`src/rtl/core/hbcd_pkg.sv`:
```
package hbcd_pkg;

    localparam int unsigned HEADER_LEN = 4;
    localparam logic [7:0] HEADER_MARKER = 8'd255;
    localparam logic [7:0] DEFAULT_BLOCK_SIZE = 8'd64;
    localparam logic [7:0] SUM_ZERO_CODE = 8'd254;
    localparam logic [8:0] MOD_BASE = 9'd254;
    localparam logic [8:0] MOD_BASE_X2 = 9'd508;
    localparam logic [14:0] LINE_SCALE = 15'd100;
    // (100 * 100) + 100, removed from b0*100 + b1
    localparam logic [15:0] LINE_BIAS = 16'd10100;
    localparam logic [15:0] BLOCK_INDEX_MAX = 16'hFFFF;

    localparam int unsigned OUT_TDATA_W = 56;

    typedef enum logic [1:0] {
        KIND_HEADER = 2'd0,
        KIND_DATA   = 2'd1,
        KIND_OK     = 2'd2,
        KIND_ERR    = 2'd3
    } kind_t;

    typedef struct packed {
        logic       cmd;
        logic [7:0] rx_byte;
    } item_t;

    typedef struct packed {
        kind_t        kind;
        logic [7:0]   data_byte;
        logic [7:0]   computed_sum;
        logic [14:0]  line_count;
        logic [7:0]   block_size;
        logic [15:0]  block_index;
    } result_t;

endpackage

```
`src/rtl/core/header_block_checksum_deframer.sv`:
```
// Header and block checksum deframer for a received byte stream.
// Input channel s_*: one item per received byte; s_tuser set means restart,
// which clears all framing state and produces no output item.
// The first four bytes form a header. A marker of 255 in byte 3 accepts it:
// line count and block size are latched and a header item goes out. Then
// each block is block_size data bytes (each passed out as a data item)
// followed by one check byte, reported as checksum ok or checksum error.
// Output channel m_*: m_tuser carries the item kind, m_tdata the payload.
// Config channel cfg_*: writes the default block size; always ready. Write
// it only while the block is idle; restart and a missing header marker
// reload the block size from it.
// Path: an accepted item goes into the input register, then its result into the
// result register, which drives m_tvalid. Throughput: one item per cycle; a new
// item is taken each cycle the input register is empty or its item can move on.
// Reset: both channels empty, default block size 64, framing state cleared.
// Receiver stall: the result register holds; the input register fills and
// then s_tready drops until m_tready returns.
module header_block_checksum_deframer
(
    input  logic        clk,
    input  logic        rst_n,
    input  logic        s_tvalid,
    output logic        s_tready,
    input  logic [7:0]  s_tdata,    // [7:0] rx_byte
    input  logic [0:0]  s_tuser,    // [0] cmd (1 = restart)
    output logic        m_tvalid,
    input  logic        m_tready,
    // [7:0] data_byte, [15:8] computed_sum, [30:16] line_count,
    // [38:31] block_size, [54:39] block_index, [55] zero
    output logic [55:0] m_tdata,
    output logic [1:0]  m_tuser,    // [1:0] kind
    input  logic        cfg_valid,
    output logic        cfg_ready,
    input  logic [7:0]  cfg_data    // [7:0] default_block_size
);

    logic [7:0]        default_size_reg;
    logic [7:0]        default_size_next;
    hbcd_pkg::item_t   s_item;
    hbcd_pkg::item_t   item;
    logic              item_valid;
    logic              out_free;
    logic              step;
    logic              res_valid;
    hbcd_pkg::result_t res;

    // Config writes are always taken.
    assign cfg_ready         = 1'b1;
    assign default_size_next = (cfg_valid && cfg_ready) ? cfg_data : default_size_reg;

    always_ff @(posedge clk or negedge rst_n)
    begin
        if (!rst_n)
        begin
            default_size_reg <= hbcd_pkg::DEFAULT_BLOCK_SIZE;
        end
        else
        begin
            default_size_reg <= default_size_next;
        end
    end

    assign s_item.cmd     = s_tuser[0];
    assign s_item.rx_byte = s_tdata;

    // Advance the held item only when the result register can take its result.
    assign step = item_valid && out_free;

    hbcd_in_stage u_in
    (
        .clk        (clk),
        .rst_n      (rst_n),
        .s_tvalid   (s_tvalid),
        .s_tready   (s_tready),
        .s_item     (s_item),
        .advance    (out_free),
        .item_valid (item_valid),
        .item       (item)
    );

    hbcd_engine u_engine
    (
        .clk                (clk),
        .rst_n              (rst_n),
        .step               (step),
        .item               (item),
        .default_block_size (default_size_reg),
        .res_valid          (res_valid),
        .res                (res)
    );

    hbcd_out_stage u_out
    (
        .clk      (clk),
        .rst_n    (rst_n),
        .load     (step && res_valid),
        .res      (res),
        .free     (out_free),
        .m_tvalid (m_tvalid),
        .m_tready (m_tready),
        .m_tdata  (m_tdata),
        .m_tuser  (m_tuser)
    );

endmodule

```
`src/rtl/core/hbcd_in_stage.sv`:
```
module hbcd_in_stage
(
    input  logic           clk,
    input  logic           rst_n,
    input  logic           s_tvalid,
    output logic           s_tready,
    input  hbcd_pkg::item_t s_item,
    input  logic           advance,
    output logic           item_valid,
    output hbcd_pkg::item_t item
);

    logic            valid_reg;
    logic            valid_next;
    hbcd_pkg::item_t item_reg;

    // Take a new item whenever the register is empty or the held one leaves this cycle.
    assign s_tready   = !valid_reg || advance;
    assign valid_next = s_tready ? s_tvalid : valid_reg;

    always_ff @(posedge clk or negedge rst_n)
    begin
        if (!rst_n)
        begin
            valid_reg <= 1'b0;
        end
        else
        begin
            valid_reg <= valid_next;
        end
    end

    always_ff @(posedge clk)
    begin
        if (s_tready && s_tvalid)
        begin
            item_reg <= s_item;
        end
    end

    assign item_valid = valid_reg;
    assign item       = item_reg;

endmodule

```
`src/rtl/core/hbcd_engine.sv`:
```
module hbcd_engine
(
    input  logic              clk,
    input  logic              rst_n,
    input  logic              step,
    input  hbcd_pkg::item_t   item,
    input  logic [7:0]        default_block_size,
    output logic              res_valid,
    output hbcd_pkg::result_t res
);

    localparam logic [2:0] HDR_DONE = 3'(hbcd_pkg::HEADER_LEN);
    localparam logic [2:0] HDR_LAST = 3'(hbcd_pkg::HEADER_LEN - 1);

    logic [2:0]  header_pos_reg, header_pos_next;
    logic [7:0]  hdr_reg [3];
    logic [14:0] line_count_reg, line_count_next;
    logic [7:0]  size_reg, size_next;
    logic [7:0]  pos_reg, pos_next;
    logic [7:0]  sum_reg, sum_next;
    logic [15:0] blocks_reg, blocks_next;

    logic        hdr_wr;
    logic [8:0]  sum_wide;
    logic [8:0]  sum_mod;
    logic [7:0]  check_sum;
    logic [14:0] line_prod;
    logic [15:0] line_calc;

    assign sum_wide  = {1'b0, sum_reg} + {1'b0, item.rx_byte};
    assign check_sum = (sum_reg == 8'd0) ? hbcd_pkg::SUM_ZERO_CODE : sum_reg;
    assign line_prod = 15'(hdr_reg[0]) * hbcd_pkg::LINE_SCALE;
    assign line_calc = 16'(line_prod) + 16'(hdr_reg[1]) - hbcd_pkg::LINE_BIAS;

    always_comb
    begin
        priority if (sum_wide >= hbcd_pkg::MOD_BASE_X2)
        begin
            sum_mod = sum_wide - hbcd_pkg::MOD_BASE_X2;
        end
        else if (sum_wide >= hbcd_pkg::MOD_BASE)
        begin
            sum_mod = sum_wide - hbcd_pkg::MOD_BASE;
        end
        else
        begin
            sum_mod = sum_wide;
        end
    end

    always_comb
    begin
        header_pos_next = header_pos_reg;
        line_count_next = line_count_reg;
        size_next       = size_reg;
        pos_next        = pos_reg;
        sum_next        = sum_reg;
        blocks_next     = blocks_reg;
        hdr_wr          = 1'b0;
        res_valid       = 1'b0;
        res.kind        = hbcd_pkg::KIND_DATA;
        res.data_byte   = 8'd0;
        res.computed_sum = 8'd0;
        res.block_index = blocks_reg;

        priority if (item.cmd)
        begin
            header_pos_next = 3'd0;
            line_count_next = 15'd0;
            size_next       = default_block_size;
            pos_next        = 8'd0;
            sum_next        = 8'd0;
            blocks_next     = 16'd0;
        end
        else if (header_pos_reg < HDR_DONE)
        begin
            hdr_wr          = (header_pos_reg < HDR_LAST);
            header_pos_next = header_pos_reg + 3'd1;
            if (header_pos_reg == HDR_LAST)
            begin
                if (item.rx_byte == hbcd_pkg::HEADER_MARKER)
                begin
                    size_next       = hdr_reg[2];
                    line_count_next = line_calc[14:0];
                    res_valid       = 1'b1;
                    res.kind        = hbcd_pkg::KIND_HEADER;
                end
                else
                begin
                    size_next = default_block_size;
                end
            end
        end
        else if (pos_reg < size_reg)
        begin
            sum_next      = sum_mod[7:0];
            pos_next      = pos_reg + 8'd1;
            res_valid     = 1'b1;
            res.kind      = hbcd_pkg::KIND_DATA;
            res.data_byte = item.rx_byte;
        end
        else
        begin
            res_valid        = 1'b1;
            res.kind         = (check_sum == item.rx_byte) ? hbcd_pkg::KIND_OK
                                                          : hbcd_pkg::KIND_ERR;
            res.data_byte    = item.rx_byte;
            res.computed_sum = check_sum;
            pos_next         = 8'd0;
            sum_next         = 8'd0;
            if (blocks_reg != hbcd_pkg::BLOCK_INDEX_MAX)
            begin
                blocks_next = blocks_reg + 16'd1;
            end
        end

        res.line_count = line_count_next;
        res.block_size = size_next;
    end

    always_ff @(posedge clk or negedge rst_n)
    begin
        if (!rst_n)
        begin
            header_pos_reg <= 3'd0;
            line_count_reg <= 15'd0;
            size_reg       <= hbcd_pkg::DEFAULT_BLOCK_SIZE;
            pos_reg        <= 8'd0;
            sum_reg        <= 8'd0;
            blocks_reg     <= 16'd0;
        end
        else if (step)
        begin
            header_pos_reg <= header_pos_next;
            line_count_reg <= line_count_next;
            size_reg       <= size_next;
            pos_reg        <= pos_next;
            sum_reg        <= sum_next;
            blocks_reg     <= blocks_next;
        end
    end

    // Header bytes are read only after the header pass wrote them.
    always_ff @(posedge clk)
    begin
        if (step && !item.cmd && hdr_wr)
        begin
            hdr_reg[header_pos_reg[1:0]] <= item.rx_byte;
        end
    end

endmodule

```
`src/rtl/core/hbcd_out_stage.sv`:
```
module hbcd_out_stage
(
    input  logic                                 clk,
    input  logic                                 rst_n,
    input  logic                                 load,
    input  hbcd_pkg::result_t                    res,
    output logic                                 free,
    output logic                                 m_tvalid,
    input  logic                                 m_tready,
    output logic [hbcd_pkg::OUT_TDATA_W-1:0]     m_tdata,
    output logic [1:0]                           m_tuser
);

    logic              valid_reg;
    logic              valid_next;
    hbcd_pkg::result_t res_reg;

    // Free when empty or the held item leaves this cycle.
    assign free = !valid_reg || m_tready;

    always_comb
    begin
        valid_next = valid_reg;
        if (free)
        begin
            valid_next = load;
        end
    end

    always_ff @(posedge clk or negedge rst_n)
    begin
        if (!rst_n)
        begin
            valid_reg <= 1'b0;
        end
        else
        begin
            valid_reg <= valid_next;
        end
    end

    always_ff @(posedge clk)
    begin
        if (free && load)
        begin
            res_reg <= res;
        end
    end

    assign m_tvalid = valid_reg;
    assign m_tuser  = res_reg.kind;
    assign m_tdata  = {1'b0, res_reg.block_index, res_reg.block_size,
                       res_reg.line_count, res_reg.computed_sum, res_reg.data_byte};

endmodule

```
`config.mk`:
```
export PLATFORM = sky130hd
export DESIGN_NAME = header_block_checksum_deframer
export DESIGN_NICKNAME = d
export VERILOG_FILES = /design/src/rtl/core/hbcd_pkg.sv /design/src/rtl/core/header_block_checksum_deframer.sv /design/src/rtl/core/hbcd_in_stage.sv /design/src/rtl/core/hbcd_engine.sv /design/src/rtl/core/hbcd_out_stage.sv
export SDC_FILE = /design/constraint.sdc
export NUM_CORES = 1
export LEC_CHECK = 0
export BUFFER_PORTS_ARGS = -buffer_cell sky130_fd_sc_hd__buf_2
export CELL_PAD_IN_SITES_DETAIL_PLACEMENT = 2
export CELL_PAD_IN_SITES_GLOBAL_PLACEMENT = 2
export CORE_MARGIN = 2
export CORE_UTILIZATION = 36
export CTS_CLUSTER_SIZE = 40
export DETAILED_ROUTE_END_ITERATION = 12
export GPL_TIMING_DRIVEN = 0
export PLACE_DENSITY = 0.82
export SLEW_MARGIN = 20
export SYNTH_ARGS = -nofsm -noshare
export SYNTH_HDL_FRONTEND = slang
export SYNTH_SLANG_ARGS = --single-unit
```
`constraint.sdc`:
```
create_clock -name clk -period 5.2 [get_ports clk]
set_input_delay 0.26 -clock clk [delete_from_list [all_inputs] [get_ports clk]]
set_output_delay 0.26 -clock clk [all_outputs]
set_load 0.01 [all_outputs]
```
==> results.yml <==
sta:
  tightest_slew_ps: 1060
  max_freq_mhz: 224
  finalCritPeriodShare: 0.857
  rsz0062_at_grt: "false"
  drv_slew: 0
  fin_crit_ps: 4460
  setup_slack_ps: 745
  finClkSkew_ps: 14.0
  finalHoldViolations: 0
  finalSetupViolations: 0
  hold_slack_ps: 37.6
  worst_slew_margin_rel: 0.272
placed_design:
  globalplace.congestion: 0.818
  dpl.hpwl_um: 18400
  place_ws_ps: 856
  dp_cells: 1130
  port_buffers: 79
global_routing:
  overflow: 0
  grt_use_total: 0.233
  grt_pass1_wl_um: 43100
  grt_max_degree: 53
  grt_pass1_vias: 7413
  antenna_found_initial: 0
flow_run:
  maxCapViolCount: 0
finish:
  nFillCells: 2329
  antennaDiodeCount: 0
  fin_cells: 1170
  drive_above_1_share: 0.176
  largest_reg_flops: 55
  area_delta_synth_final_pct: 18.6
  final_core_util: 0.437
  fin_nets: 939
die:
  ios: 83
  dieWidth_um: 157
  core-area_sq_um: 22800
  num_rows: 55
  die_area_sq_um: 24600
  initial_utilization: 0.369
  die_h_um: 157
synthesis:
  async_reset_ff_frac: 0.430
  synth_area_leader_cell: "edfxtp_1"
  ys.warnings.count: 0
  synth_top_family_by_area: "compound AO/OA/AOI/OAI gates"
  synthFlopType: "edfxtp_1"
  ys_seq_elements: 158
  synth_commonest_cells: "edfxtp_1 (90), ha_1 (68), dfrtp_1 (66)"
  synth_area_leaders: "edfxtp_1 (32%), dfrtp_1 (20%), ha_1 (10%), nand2_1 (2.5%), o21ai_0 (2.4%)"
  avgSynthCellArea_sq_um: 11.5
  seq_area_frac_synth: 0.525
  yosys.area.top_type_share: 0.322
  syn_area_sq_um: 8400
  synth_xor_area_frac: 0.0343
  synth_most_common_cell: "edfxtp_1"
  synth_compound_area_frac: 0.133
  synth_edf_count: 90
  synth_mux_area_frac: 0.0308
  synthAdderAreaFrac: 0.113
  synth.distinct_cells: 70
  syn_nets: 828
  netlist_instances: 733
  synth-simple-area-share: 0.130
pwr:
  power.internal_mw: 2.96
  p_clk_frac: 0.253
  p_comb_frac: 0.417
  power_switching_mw: 2.07
  p_per_area_nw_per_um2: 506
  total_leakage_power_nw: 4.25
  power_frac_seq: 0.330
  p_sw_frac: 0.412
  p_total_mw: 5.04
  ir_drop_mv: 0.216
drt:
  wl_um: 27000
  drc_errors: 0
  drtIter0Drc: 414
  drtPass1Iterations: 5
  routed_via_density: 5.62
  ant_nets: 0
  wl_per_cell_um: 23.1
  vias: 6577
critical_path:
  critPathRequiredTime_ps: 5440
  cp_max_fo: 4
  cp.arrival_ps: 4690
  path_class: "reg2reg"
  worst_setup_path_start_kind: "flop"
  cp-end-kind: "flop"
clock_tree:
  cts_buffers: 17
  cts-root-buf: "clkbuf_16"
  clockBufferDepth: 2
  cts_max_level: 4
  cts.clk_slew.worst_paths_ps: 70
  cts-resized-gates: 0
  cts_sinks: 158
  worst_skew_pair.late_latency_ps: 440
  cts_tree: "done"
worst_hold_path:
  hp-class: "in2reg"
run_status:
  status: "completed"
## critical path, cell delays in order (launching register included)
cell	delay (ps)
edfxtp_1	470
ha_1	360
ha_1	350
fa_1	470
ha_1	370
nor2b_1	170
o21a_1	190
o31a_1	270
nor2_1	120
xnor2_1	160
inv_1	90
ha_1	320
nand2_1	60
o31ai_1	300
xnor2_1	210
a211oi_1	330
## through the flow
| stage | setup TNS, ps | cell area [sq um] |
|---|---|---|
| floorplan | 0 | 8400 |
| global placement | -4400 | 9190 |
| detailed placement | 0 | 9300 |
| CTS | 0 | 9940 |
| global route | 0 | 9960 |
| finish | 0 | 9960 |
## kinds of logic (layout without fill, tap and decap cells)
group	count (synthesis)	after routing
XOR/XNOR	32	32
AND/OR/NAND/NOR	208	208
other	2	2
AO/OA/AOI/OAI	166	166
buffers and inverters	70	194
adder cells (fa/ha/maj)	73	73
multiplexers	24	24
flip-flops	158	158
## placed cells by master, fill, tap and decap left out, types with 9 or more instances in the layout
cell type | synthesis | routed
a21oi_1 | 39 | 39
and2_1 | 11 | 11
and3_1 | 19 | 19
buf_2 | 1 | 79
clkbuf_1 | 19 | 19
clkbuf_16 | 0 | 17
dfrtp_1 | 66 | 66
edfxtp_1 | 90 | 90
ha_1 | 68 | 68
inv_1 | 46 | 46
mux2_2 | 15 | 15
mux2i_1 | 9 | 9
nand2_1 | 55 | 55
nand3_1 | 17 | 17
nor2_1 | 37 | 37
nor3_1 | 15 | 13
nor4_1 | 9 | 9
o21a_1 | 12 | 12
o21ai_0 | 40 | 40
o31ai_1 | 9 | 9
xnor2_1 | 16 | 16
xor2_1 | 15 | 15
## final cells by class
| class | instances | area, sq um | share of cell area |
|---|---|---|---|
| Clock inverter | 15 | 153 | 0.0153 |
| Inverter | 47 | 176 | 0.0177 |
| Timing Repair Buffer | 92 | 578 | 0.0580 |
| Tap cell | 313 | 392 | 0.0393 |
| Buffer | 23 | 103 | 0.0103 |
| Sequential cell | 158 | 4410 | 0.442 |
| Clock buffer | 17 | 425 | 0.0427 |
| Multi-Input combinational cell | 505 | 3730 | 0.374 |
## path summary, 6_finish.rpt
check | start | slack [ps] | cells past startpoint | endpoint
min in group asynchronous | rst_n | 230 | 2 | u_engine.blocks_reg[13]
worst max-delay path | u_engine.hdr_reg[0][2] | 740 | 15 | u_out.m_tdata[30]
max in group asynchronous | rst_n | 4370 | 3 | default_size_reg[6]
worst min-delay path | s_tuser | 40 | 1 | u_in.item[8]
worst max register to register | u_engine.hdr_reg[0][2] | 740 | 15 | u_out.m_tdata[30]
worst min register to register | u_engine.blocks_reg[15] | 460 | 0 | u_out.m_tdata[54]
## routing by layer
layer | wire (um) | part of all wire | vias up | global-route usage
met5 | 0 | 0 | - | 0
met4 | 669 | 0.025 | 0 | 0.0730
met3 | 825 | 0.031 | 52 | 0.0429
li1 | - | - | 2950 | -
met2 | 14200 | 0.53 | 141 | 0.424
met1 | 11300 | 0.42 | 3434 | 0.276
## power groups by stage
stage	Combinational (mW)	Sequential, mW	Clock (mW)
2_1_floorplan	1.41	1.64	0
6_report	2.10	1.66	1.27
4_1_cts	2.09	1.66	1.27
5_1_grt	2.34	1.68	1.33
3_3_place_gp	1.88	1.67	0
3_5_place_dp	2.01	1.68	0
## repair_timing
item,in CTS,in global routing
endpoints found under the hold margin,21,2
buffers inserted,0,0
hold buffers,6,2
(Power assumes the default switching activity.)
